## src/rtl/mnes_pkg.sv

```systemverilog
// package for the midi note event serializer
// holds the command record, queue sizing, status codes and the byte sequencer states
`default_nettype none

package mnes_pkg;

	localparam int DELAY_W = 14;
	localparam int PITCH_W = 7;
	localparam int CHAN_W  = 4;
	localparam int VEL_W   = 7;
	localparam int BYTE_W  = 8;

	localparam logic [DELAY_W-1:0] DELAY_MAX = 14'h3fff;

	// high nibbles of the status bytes, channel goes in the low nibble
	localparam logic [3:0] NOTE_ON_HI  = 4'h9;
	localparam logic [3:0] NOTE_OFF_HI = 4'h8;

	localparam int QDEPTH = 2;
	localparam int QPTR_W = $clog2(QDEPTH);
	localparam int QCNT_W = $clog2(QDEPTH + 1);

	typedef struct packed {
		logic [DELAY_W-1:0] delay;
		logic [DELAY_W-1:0] length;
		logic [CHAN_W-1:0]  channel;
		logic [PITCH_W-1:0] pitch;
		logic [VEL_W-1:0]   velocity;
	} cmd_t;

	typedef enum logic [3:0] {
		ST_DLY_HI,
		ST_DLY_LO,
		ST_ON,
		ST_ON_PITCH,
		ST_ON_VEL,
		ST_LEN_HI,
		ST_LEN_LO,
		ST_OFF,
		ST_OFF_PITCH,
		ST_OFF_VEL
	} seq_state_t;

endpackage

`default_nettype wire

```

## src/rtl/mnes_if.sv

```systemverilog
// channel interfaces: note items in, midi bytes out
// depends on mnes_pkg for field widths
`default_nettype none

interface mnes_note_if;
	import mnes_pkg::*;

	logic               valid;
	logic               ready;
	logic               is_rest;
	logic [PITCH_W-1:0] pitch;
	logic [CHAN_W-1:0]  channel;
	logic [VEL_W-1:0]   velocity;
	logic [DELAY_W-1:0] length;

	modport source (output valid, is_rest, pitch, channel, velocity, length, input ready);
	modport sink (input valid, is_rest, pitch, channel, velocity, length, output ready);
endinterface

interface mnes_byte_if;
	import mnes_pkg::*;

	logic              valid;
	logic              ready;
	logic [BYTE_W-1:0] out_byte;
	logic              last;

	modport source (output valid, out_byte, last, input ready);
	modport sink (input valid, out_byte, last, output ready);
endinterface

`default_nettype wire

```

## src/rtl/midi_note_event_serializer_top.sv

```systemverilog
// top level of the midi note event serializer: front end, command queue, back end
// depends on mnes_pkg, mnes_if, mnes_front, mnes_queue, mnes_back
//
// channel  dir  handshake      payload
// note     in   valid/ready    is_rest, pitch, channel, velocity, length
// midi     out  valid/ready    out_byte, last
//
// one output byte per cycle while the sink is ready and a command is in hand; 8 to 10 bytes per note
// a rest only adds its length to the pending delay and emits nothing
// the byte sequencer in the back end sets the rate; a two-entry queue lets
// the front keep taking items while bytes drain
// arst_n clears pending delay, queue and output valid; no clearing pass

`default_nettype none

module midi_note_event_serializer_top
	import mnes_pkg::*;
(
	input  wire logic   clk,
	input  wire logic   arst_n,
	mnes_note_if.sink   note,
	mnes_byte_if.source midi
);

	logic q_full;
	logic q_push;
	logic q_pop;
	logic q_valid;
	cmd_t q_wr;
	cmd_t q_rd;

	mnes_front u_front (
		.clk    (clk),
		.arst_n (arst_n),
		.note   (note),
		.q_full (q_full),
		.q_push (q_push),
		.q_data (q_wr)
	);

	mnes_queue u_queue (
		.clk       (clk),
		.arst_n    (arst_n),
		.push      (q_push),
		.wr_data   (q_wr),
		.full      (q_full),
		.pop       (q_pop),
		.not_empty (q_valid),
		.rd_data   (q_rd)
	);

	mnes_back u_back (
		.clk     (clk),
		.arst_n  (arst_n),
		.q_valid (q_valid),
		.q_data  (q_rd),
		.q_pop   (q_pop),
		.midi    (midi)
	);

endmodule

`default_nettype wire

```

## src/rtl/mnes_front.sv

```systemverilog
// front end: accepts note items, keeps the pending delay, queues note commands
// depends on mnes_pkg and mnes_note_if
`default_nettype none

module mnes_front
	import mnes_pkg::*;
(
	input  wire logic    clk,
	input  wire logic    arst_n,
	mnes_note_if.sink    note,
	input  wire logic    q_full,
	output logic         q_push,
	output cmd_t         q_data
);

	logic [DELAY_W-1:0] pending_delay_q;
	logic [DELAY_W:0]   sum;
	logic               accept;

	assign note.ready = !q_full;
	assign accept     = note.valid && note.ready;
	assign q_push     = accept && !note.is_rest;
	assign sum        = {1'b0, pending_delay_q} + {1'b0, note.length};

	always_comb begin
		q_data.delay    = pending_delay_q;
		q_data.length   = note.length;
		q_data.channel  = note.channel;
		q_data.pitch    = note.pitch;
		q_data.velocity = note.velocity;
	end

	always_ff @(posedge clk or negedge arst_n) begin
		if (!arst_n) begin
			pending_delay_q <= '0;
		end else if (accept) begin
			if (note.is_rest) begin
				// saturating add of the rest length
				pending_delay_q <= sum[DELAY_W] ? DELAY_MAX : sum[DELAY_W-1:0];
			end else begin
				pending_delay_q <= '0;
			end
		end
	end

endmodule

`default_nettype wire

```

## src/rtl/mnes_queue.sv

```systemverilog
// short command queue between front and back end
// depends on mnes_pkg
`default_nettype none

module mnes_queue
	import mnes_pkg::*;
(
	input  wire logic  clk,
	input  wire logic  arst_n,
	input  wire logic  push,
	input  wire cmd_t  wr_data,
	output logic       full,
	input  wire logic  pop,
	output logic       not_empty,
	output cmd_t       rd_data
);

	cmd_t              mem_q [QDEPTH];
	logic [QPTR_W-1:0] wr_ptr_q;
	logic [QPTR_W-1:0] rd_ptr_q;
	logic [QCNT_W-1:0] cnt_q;
	logic              do_push;
	logic              do_pop;

	assign full      = (cnt_q == QCNT_W'(QDEPTH));
	assign not_empty = (cnt_q != '0);
	assign do_push   = push && !full;
	assign do_pop    = pop && not_empty;
	assign rd_data   = mem_q[rd_ptr_q];

	function automatic logic [QPTR_W-1:0] ptr_inc(input logic [QPTR_W-1:0] p);
		ptr_inc = (p == QPTR_W'(QDEPTH - 1)) ? '0 : p + QPTR_W'(1);
	endfunction

	always_ff @(posedge clk) begin
		if (do_push) begin
			mem_q[wr_ptr_q] <= wr_data;
		end
	end

	always_ff @(posedge clk or negedge arst_n) begin
		if (!arst_n) begin
			wr_ptr_q <= '0;
			rd_ptr_q <= '0;
			cnt_q    <= '0;
		end else begin
			if (do_push) begin
				wr_ptr_q <= ptr_inc(wr_ptr_q);
			end
			if (do_pop) begin
				rd_ptr_q <= ptr_inc(rd_ptr_q);
			end
			if (do_push && !do_pop) begin
				cnt_q <= cnt_q + QCNT_W'(1);
			end else if (do_pop && !do_push) begin
				cnt_q <= cnt_q - QCNT_W'(1);
			end
		end
	end

endmodule

`default_nettype wire

```

## src/rtl/mnes_back.sv

```systemverilog
// back end: walks one note command byte by byte into a registered output
// depends on mnes_pkg and mnes_byte_if
`default_nettype none

module mnes_back
	import mnes_pkg::*;
(
	input  wire logic  clk,
	input  wire logic  arst_n,
	input  wire logic  q_valid,
	input  wire cmd_t  q_data,
	output logic       q_pop,
	mnes_byte_if.source midi
);

	seq_state_t        state_q;
	seq_state_t        state_d;
	cmd_t              cmd_q;
	logic              busy_q;
	logic              out_valid_q;
	logic [BYTE_W-1:0] out_byte_q;
	logic              last_q;
	logic              adv;
	logic              fin;
	logic [BYTE_W-1:0] byte_d;
	seq_state_t        start_state;

	assign midi.valid    = out_valid_q;
	assign midi.out_byte = out_byte_q;
	assign midi.last     = last_q;

	// output slot free or being drained this cycle
	assign adv   = busy_q && (!out_valid_q || midi.ready);
	assign fin   = adv && (state_q == ST_OFF_VEL);
	assign q_pop = q_valid && (!busy_q || fin);

	// a delay below 128 needs only the low byte
	assign start_state = (q_data.delay[DELAY_W-1:7] == '0) ? ST_DLY_LO : ST_DLY_HI;

	always_comb begin
		state_d = state_q;
		byte_d  = '0;
		unique case (state_q)
			ST_DLY_HI: begin
				byte_d  = {1'b1, cmd_q.delay[DELAY_W-1:7]};
				state_d = ST_DLY_LO;
			end
			ST_DLY_LO: begin
				byte_d  = {1'b0, cmd_q.delay[6:0]};
				state_d = ST_ON;
			end
			ST_ON: begin
				byte_d  = {NOTE_ON_HI, cmd_q.channel};
				state_d = ST_ON_PITCH;
			end
			ST_ON_PITCH: begin
				byte_d  = {1'b0, cmd_q.pitch};
				state_d = ST_ON_VEL;
			end
			ST_ON_VEL: begin
				byte_d  = {1'b0, cmd_q.velocity};
				state_d = (cmd_q.length[DELAY_W-1:7] == '0) ? ST_LEN_LO : ST_LEN_HI;
			end
			ST_LEN_HI: begin
				byte_d  = {1'b1, cmd_q.length[DELAY_W-1:7]};
				state_d = ST_LEN_LO;
			end
			ST_LEN_LO: begin
				byte_d  = {1'b0, cmd_q.length[6:0]};
				state_d = ST_OFF;
			end
			ST_OFF: begin
				byte_d  = {NOTE_OFF_HI, cmd_q.channel};
				state_d = ST_OFF_PITCH;
			end
			ST_OFF_PITCH: begin
				byte_d  = {1'b0, cmd_q.pitch};
				state_d = ST_OFF_VEL;
			end
			ST_OFF_VEL: begin
				byte_d  = {1'b0, cmd_q.velocity};
				state_d = ST_DLY_LO;
			end
			default: begin
				byte_d  = '0;
				state_d = ST_DLY_LO;
			end
		endcase
		if (q_pop) begin
			state_d = start_state;
		end else if (!adv) begin
			state_d = state_q;
		end
	end

	always_ff @(posedge clk or negedge arst_n) begin
		if (!arst_n) begin
			state_q <= ST_DLY_LO;
		end else begin
			state_q <= state_d;
		end
	end

	always_ff @(posedge clk) begin
		if (q_pop) begin
			cmd_q <= q_data;
		end
		if (adv) begin
			out_byte_q <= byte_d;
			last_q     <= (state_q == ST_OFF_VEL);
		end
	end

	always_ff @(posedge clk or negedge arst_n) begin
		if (!arst_n) begin
			busy_q      <= 1'b0;
			out_valid_q <= 1'b0;
		end else begin
			if (q_pop) begin
				busy_q <= 1'b1;
			end else if (fin) begin
				busy_q <= 1'b0;
			end
			if (adv) begin
				out_valid_q <= 1'b1;
			end else if (midi.ready) begin
				out_valid_q <= 1'b0;
			end
		end
	end

`ifndef ASSERT_OFF
	// the closing byte is a velocity, never a status byte
	a_last_is_data: assert property (@(posedge clk) disable iff (!arst_n)
		out_valid_q && last_q |-> out_byte_q[BYTE_W-1] == 1'b0)
		else $error("last flag on a status byte");

	// note-on status is loaded when the sequencer passes its state
	a_note_on: assert property (@(posedge clk) disable iff (!arst_n)
		adv && state_q == ST_ON |=> out_valid_q && out_byte_q[BYTE_W-1:4] == NOTE_ON_HI)
		else $error("note-on status byte not emitted");

	// a new command is only taken when the previous one is done
	a_pop_idle: assert property (@(posedge clk) disable iff (!arst_n)
		q_pop && busy_q |-> state_q == ST_OFF_VEL && adv)
		else $error("command taken while one is in flight");
`endif

endmodule

`default_nettype wire

```

## src/flat_wrapper.sv

```systemverilog
// flat-port wrapper written by rule: the top's interface ports become plain ports
module midi_note_event_serializer_top_flat import mnes_pkg::*;
  (clk, arst_n, note_valid, note_is_rest, note_pitch, note_channel, note_velocity, note_length, note_ready, midi_valid, midi_out_byte, midi_last, midi_ready);
  mnes_note_if note_i ();
  mnes_byte_if midi_i ();
  input  wire logic clk;
  input  wire logic arst_n;
  input wire logic [$bits(note_i.valid)-1:0] note_valid;
  input wire logic [$bits(note_i.is_rest)-1:0] note_is_rest;
  input wire logic [$bits(note_i.pitch)-1:0] note_pitch;
  input wire logic [$bits(note_i.channel)-1:0] note_channel;
  input wire logic [$bits(note_i.velocity)-1:0] note_velocity;
  input wire logic [$bits(note_i.length)-1:0] note_length;
  output wire logic [$bits(note_i.ready)-1:0] note_ready;
  output wire logic [$bits(midi_i.valid)-1:0] midi_valid;
  output wire logic [$bits(midi_i.out_byte)-1:0] midi_out_byte;
  output wire logic [$bits(midi_i.last)-1:0] midi_last;
  input wire logic [$bits(midi_i.ready)-1:0] midi_ready;
  assign note_i.valid = note_valid;
  assign note_i.is_rest = note_is_rest;
  assign note_i.pitch = note_pitch;
  assign note_i.channel = note_channel;
  assign note_i.velocity = note_velocity;
  assign note_i.length = note_length;
  assign note_ready = note_i.ready;
  assign midi_valid = midi_i.valid;
  assign midi_out_byte = midi_i.out_byte;
  assign midi_last = midi_i.last;
  assign midi_i.ready = midi_ready;
  midi_note_event_serializer_top u_core (.clk(clk), .arst_n(arst_n), .note(note_i), .midi(midi_i));
endmodule
```

## config.mk

```make
export PLATFORM = sky130hd
export DESIGN_NAME = midi_note_event_serializer_top_flat
export DESIGN_NICKNAME = d
export VERILOG_FILES = /design/src/rtl/mnes_pkg.sv /design/src/rtl/mnes_if.sv /design/src/rtl/midi_note_event_serializer_top.sv /design/src/rtl/mnes_front.sv /design/src/rtl/mnes_queue.sv /design/src/rtl/mnes_back.sv /design/src/flat_wrapper.sv
export SDC_FILE = /design/constraint.sdc
export NUM_CORES = 1
export LEC_CHECK = 0
export ABC_AREA = 1
export BUFFER_PORTS_ARGS = -buffer_cell sky130_fd_sc_hd__buf_2
export CORE_MARGIN = 2
export CORE_UTILIZATION = 48
export CTS_CLUSTER_SIZE = 28
export DETAILED_ROUTE_END_ITERATION = 16
export PLACE_DENSITY = 0.75
export REMOVE_ABC_BUFFERS = 1
export SYNTH_ARGS = -nofsm -noshare
export SYNTH_HDL_FRONTEND = slang
export SYNTH_SLANG_ARGS = --single-unit
```

## constraint.sdc

```tcl
create_clock -name clk -period 9.34 [get_ports clk]
set_input_delay 0.934 -clock clk [delete_from_list [all_inputs] [get_ports clk]]
set_output_delay 0.934 -clock clk [all_outputs]
set_load 0.02 [all_outputs]
```

## After elaboration in Yosys (flattened, before gate mapping)

Memories as Yosys holds them, arrays and structs flattened.
Index checks and enable logic that the tools add are counted.

- Register bits after elaboration: 79
- Bits in writable memories: 92
- Bits of input ports: 37
- Logic and storage cells: 75
- Memories kept: 1

- Add/sub/neg operators: 5
- Equal/unequal tests: 10
- Multiplexer cells: 18
- Reduce and logical (&&, ||, !) cells: 27

Memories:

| memory | depth | bits a word | rd ports | clocked after memory_dff | wr ports | line | source |
|---|---|---|---|---|---|---|---|
| u_core.u_queue.mem_q | 2 | 46 | 1 | 0 | 1 | mnes_queue.sv:18 | `cmd_t mem_q [QDEPTH];` |

Operators by type and width:

| cell | count |
|---|---|
| one-hot mux 8 bit (8 select lines) | 1 |
| one-hot mux 4 bit (8 select lines) | 1 |
| two-way mux 14 bit | 2 |
| equality test 4 x 3 -> 1 bit (second input constant) | 4 |
| adder 14 x 14 -> 15 bit | 1 |
| logical NOT 7 bit | 2 |
| nonzero test 2 bit | 5 |
| logical AND 1 bit | 9 |
| two-way mux 1 bit | 9 |
| equality test 4 x 2 -> 1 bit (second input constant) | 2 |
| equality test 4 bit (second input constant) | 2 |
| two-way mux 4 bit | 2 |
| logical NOT 1 bit | 6 |
| two-way mux 2 bit | 3 |
| equality test 4 x 1 -> 1 bit (second input constant) | 1 |
| logical NOT 4 bit | 1 |
| OR reduction 2 bit | 2 |
| adder 1 bit (second input constant) | 2 |
| adder 2 x 1 -> 2 bit (second input constant) | 1 |
| equality test 2 bit (second input constant) | 1 |
| logical OR 1 bit | 2 |
| subtractor 2 x 1 -> 2 bit (second input constant) | 1 |

## Longest topological paths before layout

- Depth in word-level cells: 10
- Mapped depth: 11

## Hierarchy

From an unflattened synthesis, not the netlist that was laid out.

- Cell total of the unflattened synthesis: 747
- Area, all modules: 7741.2 um^2

By module, submodules not included:

| module | instances | cells each | area each (um^2) | sequential area each (um^2) |
|---|---|---|---|---|
| mnes_queue | 1 | 272 | 3598.5 | 2862.7 |
| mnes_back | 1 | 209 | 2458.6 | 1803.0 |
| mnes_front | 1 | 266 | 1684.1 | 350.3 |

## Worst setup path before layout

OpenSTA, ideal clock, no wires.

- Path kind: input to register
- Start point: in note_valid
- End point: mem u_core.u_queue.mem_q[1][0] (netlist name) (enable)
- Data arrival time: 3.252 ns
- Setup slack: 5.639 ns
- Cell stages on the path: 4
- Path buffers: 0
- Path through: nand2_1 -> nor2_1 -> inv_1 -> nor2_1

- Word-level cells in the longest chain between the ends: 5

Ends and longest elaborated chain:

| what | line | source |
|---|---|---|
| from (decl) | flat_wrapper.sv:8 | `input wire logic [$bits(note_i.valid)-1:0] note_valid;` |
| logical AND 1 bit | mnes_front.sv:21 | `assign accept = note.valid && note.ready;` |
| logical AND 1 bit | mnes_front.sv:22 | `assign q_push = accept && !note.is_rest;` |
| logical AND 1 bit | mnes_queue.sv:27 | `assign do_push = push && !full;` |
| named net u_core.u_queue.do_push | mnes_queue.sv:22 | `logic do_push;` |
| two-way mux 1 bit | mnes_queue.sv:36 | `if (do_push) begin` |
| two-way mux 1 bit (implied by the code) | mnes_queue.sv:37 | `mem_q[wr_ptr_q] <= wr_data;` |
| to (decl) | mnes_queue.sv:18 |  |

The timed path passes the listed nets, and every way through them passes these cells.

## Final worst setup path

- Start point: in note_valid
- End point: mem u_core.u_queue.mem_q[0][5] (netlist name) (enable)

Same word-level chain as after synthesis.

==> qor.csv <==
stage,metric,value,unit
outcome,run_status,"finished, final reports clean",
power_and_ir_drop,p_leak,3.64,nW
clock_network,ctsHoldBuffers,0,
layout,final-seq-area,5020,um2
route,drt_wl_total,14300,um
worst_setup_path,cp_slowest_stage_delay,0.47,ns
layout,layout.cell_area.non_filler,8440,um2
worst_setup_path,worst-endpoint-arrival,2.79,ns
placed_design,place_congestion,0.850,
route,post_drt_via_cell_ratio,5.06,
power_and_ir_drop,p_per_area,318,nW/um2
sta,timing.slew.headroom,45.3,%
worst_setup_path,worst_path_dominant_cell_family,simple AND/OR/NAND/NOR gates,
clock_network,htreeDepth,4,
global_routing,grt_pass1_vias,4650,
power_and_ir_drop,net-switching-power,0.949,mW
clock_network,clockRootBuffer,sky130_fd_sc_hd__clkbuf_16,
sta,worst_clock_skew,0.00587,ns
placed_design,port-buffer-count,47,
worst_setup_path,cp-end-kind,flip-flop,
synth,synth_top_cells_by_count,"285 x sky130_fd_sc_hd__nand2_1, 147 x sky130_fd_sc_hd__edfxtp_1, 55 x sky130_fd_sc_hd__inv_1, 27 x sky130_fd_sc_hd__nor2_1, 24 x sky130_fd_sc_hd__nand3_1",
worst_setup_path,critical_path_required,9.42,ns
power_and_ir_drop,ir_drop,0.000151,V
global_routing,gr-usage-all-layers,18.6,%
sta,finalSetupViolations,0,
layout,share_of_post_route_cells_with_drive_strength_above_1,14.2,%
route,wl_met2,7090,um
route,remaining_drc_errors,0,
synth,synth.avg_cell_area,10.8,um2
layout,flow.area_growth_from_synthesis,14.1,%
synth,yosys.cell_count.top_type,sky130_fd_sc_hd__nand2_1,
layout,fillers,1216,
worst_setup_path,r2r_slack,6.69,ns
power_and_ir_drop,netSwitchingFraction,35.4,%
worst_setup_path,worstPathMaxFanout,31,
global_routing,grt_pass1_wl,23100,um
power_and_ir_drop,clock_power_share,25.5,%
sta,layout_min_cycle_time,2.71,ns
synth,post_syn_area,7400,um2
clock_network,cts.sinks,171,
synth,edff_count_synth,147,
synth,synth_flop_cell,sky130_fd_sc_hd__edfxtp_1,
floorplanning,rows,45,
power_and_ir_drop,power.sequential.fraction,43.0,%
route,drt_first_iter_violations,329,
global_routing,grt_start_max_net_pins,48,
worst_setup_path,crit_path_start_kind,input pin,
global_routing,grt_antenna_before_repair,0,
sta,timing_worst_slew_pin_value,0.821,ns
floorplanning,initial_core_util,48.8,%
synth,synth-seq-cells,171,
layout,multiInputGateArea,2110,um2
floorplanning,die_area,16400,um2
route,routed_wire_length_per_instance,15.2,um
synth,yosys.area.top_type,sky130_fd_sc_hd__edfxtp_1,
synth,yosys_warnings,0,
worst_setup_path,timing.critical_path.slowest_stage_cell,sky130_fd_sc_hd__buf_4,
clock_network,cts_post_setup_buffers_inserted,0,
worst_setup_path,worst-setup-path-type,input pin to flip-flop,
clock_network,clkTransAtPathRegs,0.06,ns
clock_network,cts_resized,0,
route,drt_pass1_iterations,4,
floorplanning,die_height,128,um
worst_setup_path,cp_num_buf_inv,3,
clock_network,clk_latency,0.42,ns
run,timing.max_cap.violations,0,
sta,grt_setup_unrepaired,no,
sta,final_min_period_over_clock_period,29.1,%
synth,synth_top_cell_area_share,59.7,%
floorplanning,core_area,15100,um2
clock_network,cts_buffer_depth,2,
worst_setup_path,crit_chain,buf_2 -> nand2_1 -> nor2_1 -> inv_1 -> nor2_4 -> buf_4,
floorplanning,floorplan.io_pins,48,
synth,async_flop_share,14.0,%
clock_network,tritoncts,yes,
route,topRoutingLayerUsed,met4,
synth,synthesis.instances,682,
power_and_ir_drop,power.share.combinational,31.5,%
layout,nets,793,
route,route.antenna.remaining_nets,0,
sta,final-hold-violation-count,0,
route,routed-via-count,4764,
sta,max_freq,369,MHz
power_and_ir_drop,cellInternalPower,1.73,mW
route,routedLengthMet1,6450,um
clock_network,cts-buffers-inserted,17,
route,met3WireLength,519,um
sta,fin_setup_tns,0,ns
placed_design,dp.final_hpwl,9580,um
synth,synth.top_cells.by_area,"sky130_fd_sc_hd__edfxtp_1 60%, sky130_fd_sc_hd__nand2_1 14%, sky130_fd_sc_hd__dfrtp_1 7.8%",
global_routing,overflow,0,
sta,finalMaxSlewViolations,0,
placed_design,placed_cell_area,7850,um2
synth,synth_cell_types,41,
floorplanning,die_width,128,um
layout,antenna_cells,0,
min_path,hold_path_class,flip-flop to flip-flop,
synth,synth_seq_area_share,67.8,%
-- flip-flops by register name, summed over array words and instances (netlist names), 2 cells and up --
name	cells
u_core.u_back.cmd_q	46
u_core.u_back.midi.out_byte	8
u_core.u_back.state_q	4
u_core.u_front.pending_delay_q	14
u_core.u_queue.cnt_q	2
u_core.u_queue.mem_q	92
-- kinds of logic after synthesis --
family | count (synthesis) | share of synthesized area, %
flops | 171 | 67.8
xor+xnor | 11 | 1.30
mux | 1 | 0.135
compound gates | 42 | 3.49
buf+inv | 74 | 3.89
fa+ha+maj | 16 | 2.81
simple gates | 367 | 20.6
-- final cells by class --
| class | count | share of cell area (%) |
|---|---|---|
| Tap cell | 188 | 2.79 |
| Multi-Input combinational cell | 437 | 25.0 |
| Timing Repair Buffer | 50 | 3.05 |
| Clock buffer | 24 | 5.96 |
| Clock inverter | 8 | 0.964 |
| Sequential cell | 171 | 59.4 |
| Inverter | 63 | 2.82 |
-- power by group through the flow --
stage	registers (mW)	logic (mW)	clock network [mW]
global route	1.17	0.963	0.724
detailed placement	1.17	0.844	0
finish	1.15	0.844	0.685
CTS	1.15	0.851	0.693
global placement	1.16	0.823	0
floorplan	1.19	0.574	0
-- stage by stage --
stage          power (mW)  worst slack, ns  util [%]  cells  hold WS, ns
2_1_floorplan        1.76             5.48         -    671        0.446
3_3_place_gp         1.98             6.24      51.9    909        0.461
3_5_place_dp         2.01             6.16      51.9    909        0.479
4_1_cts              2.70             6.59      55.7    941        0.491
5_1_grt              2.85             6.42      55.7    941        0.513
6_report             2.68             6.63      55.7    941        0.485
-- cell usage in the layout (no fill, tap or decap), types with 5 or more instances in the layout --
cell	count
sky130_fd_sc_hd__nor2_1	25
sky130_fd_sc_hd__xor2_1	8
sky130_fd_sc_hd__dfrtp_1	23
sky130_fd_sc_hd__o21ai_0	21
sky130_fd_sc_hd__ha_1	15
sky130_fd_sc_hd__nand3_1	24
sky130_fd_sc_hd__nor3_1	5
sky130_fd_sc_hd__inv_1	55
sky130_fd_sc_hd__clkbuf_16	18
sky130_fd_sc_hd__inv_2	7
sky130_fd_sc_hd__buf_2	47
sky130_fd_sc_hd__nand2_1	285
sky130_fd_sc_hd__a21oi_1	8
sky130_fd_sc_hd__nand4_1	9
sky130_fd_sc_hd__edfxtp_1	147
-- per-layer routing --
metal | global-route usage, % | vias to the layer above
met5 | 0 | -
li1 | - | 2396
met2 | 31.6 | 106
met4 | 6.46 | 0
met3 | 3.59 | 18
met1 | 23.9 | 2244
-- worst paths after layout --
check,startpoint,cells after the start,end
worst max-delay path,note_valid,6,u_core.u_queue.mem_q[0][5]
worst min-delay path,u_core.u_queue.cnt_q[0],1,u_core.u_queue.cnt_q[0]
worst max register to register,u_core.u_queue.cnt_q[0],7,u_core.u_queue.mem_q[0][5]
worst min register to register,u_core.u_queue.cnt_q[0],1,u_core.u_queue.cnt_q[0]
max in group asynchronous,arst_n,1,u_core.u_front.pending_delay_q[3]
min in group asynchronous,arst_n,1,u_core.u_back.midi.valid
-- worst register-to-register path, stage by stage (launching register included) --
cell and delay [ns]:
sky130_fd_sc_hd__dfrtp_1 0.36, sky130_fd_sc_hd__inv_1 0.08, sky130_fd_sc_hd__nand2_1 0.09, sky130_fd_sc_hd__nand2_1 0.34, sky130_fd_sc_hd__nor2_1 0.35, sky130_fd_sc_hd__inv_1 0.16
sky130_fd_sc_hd__nor2_4 0.45, sky130_fd_sc_hd__buf_4 0.47
(Power assumes the default switching activity.)
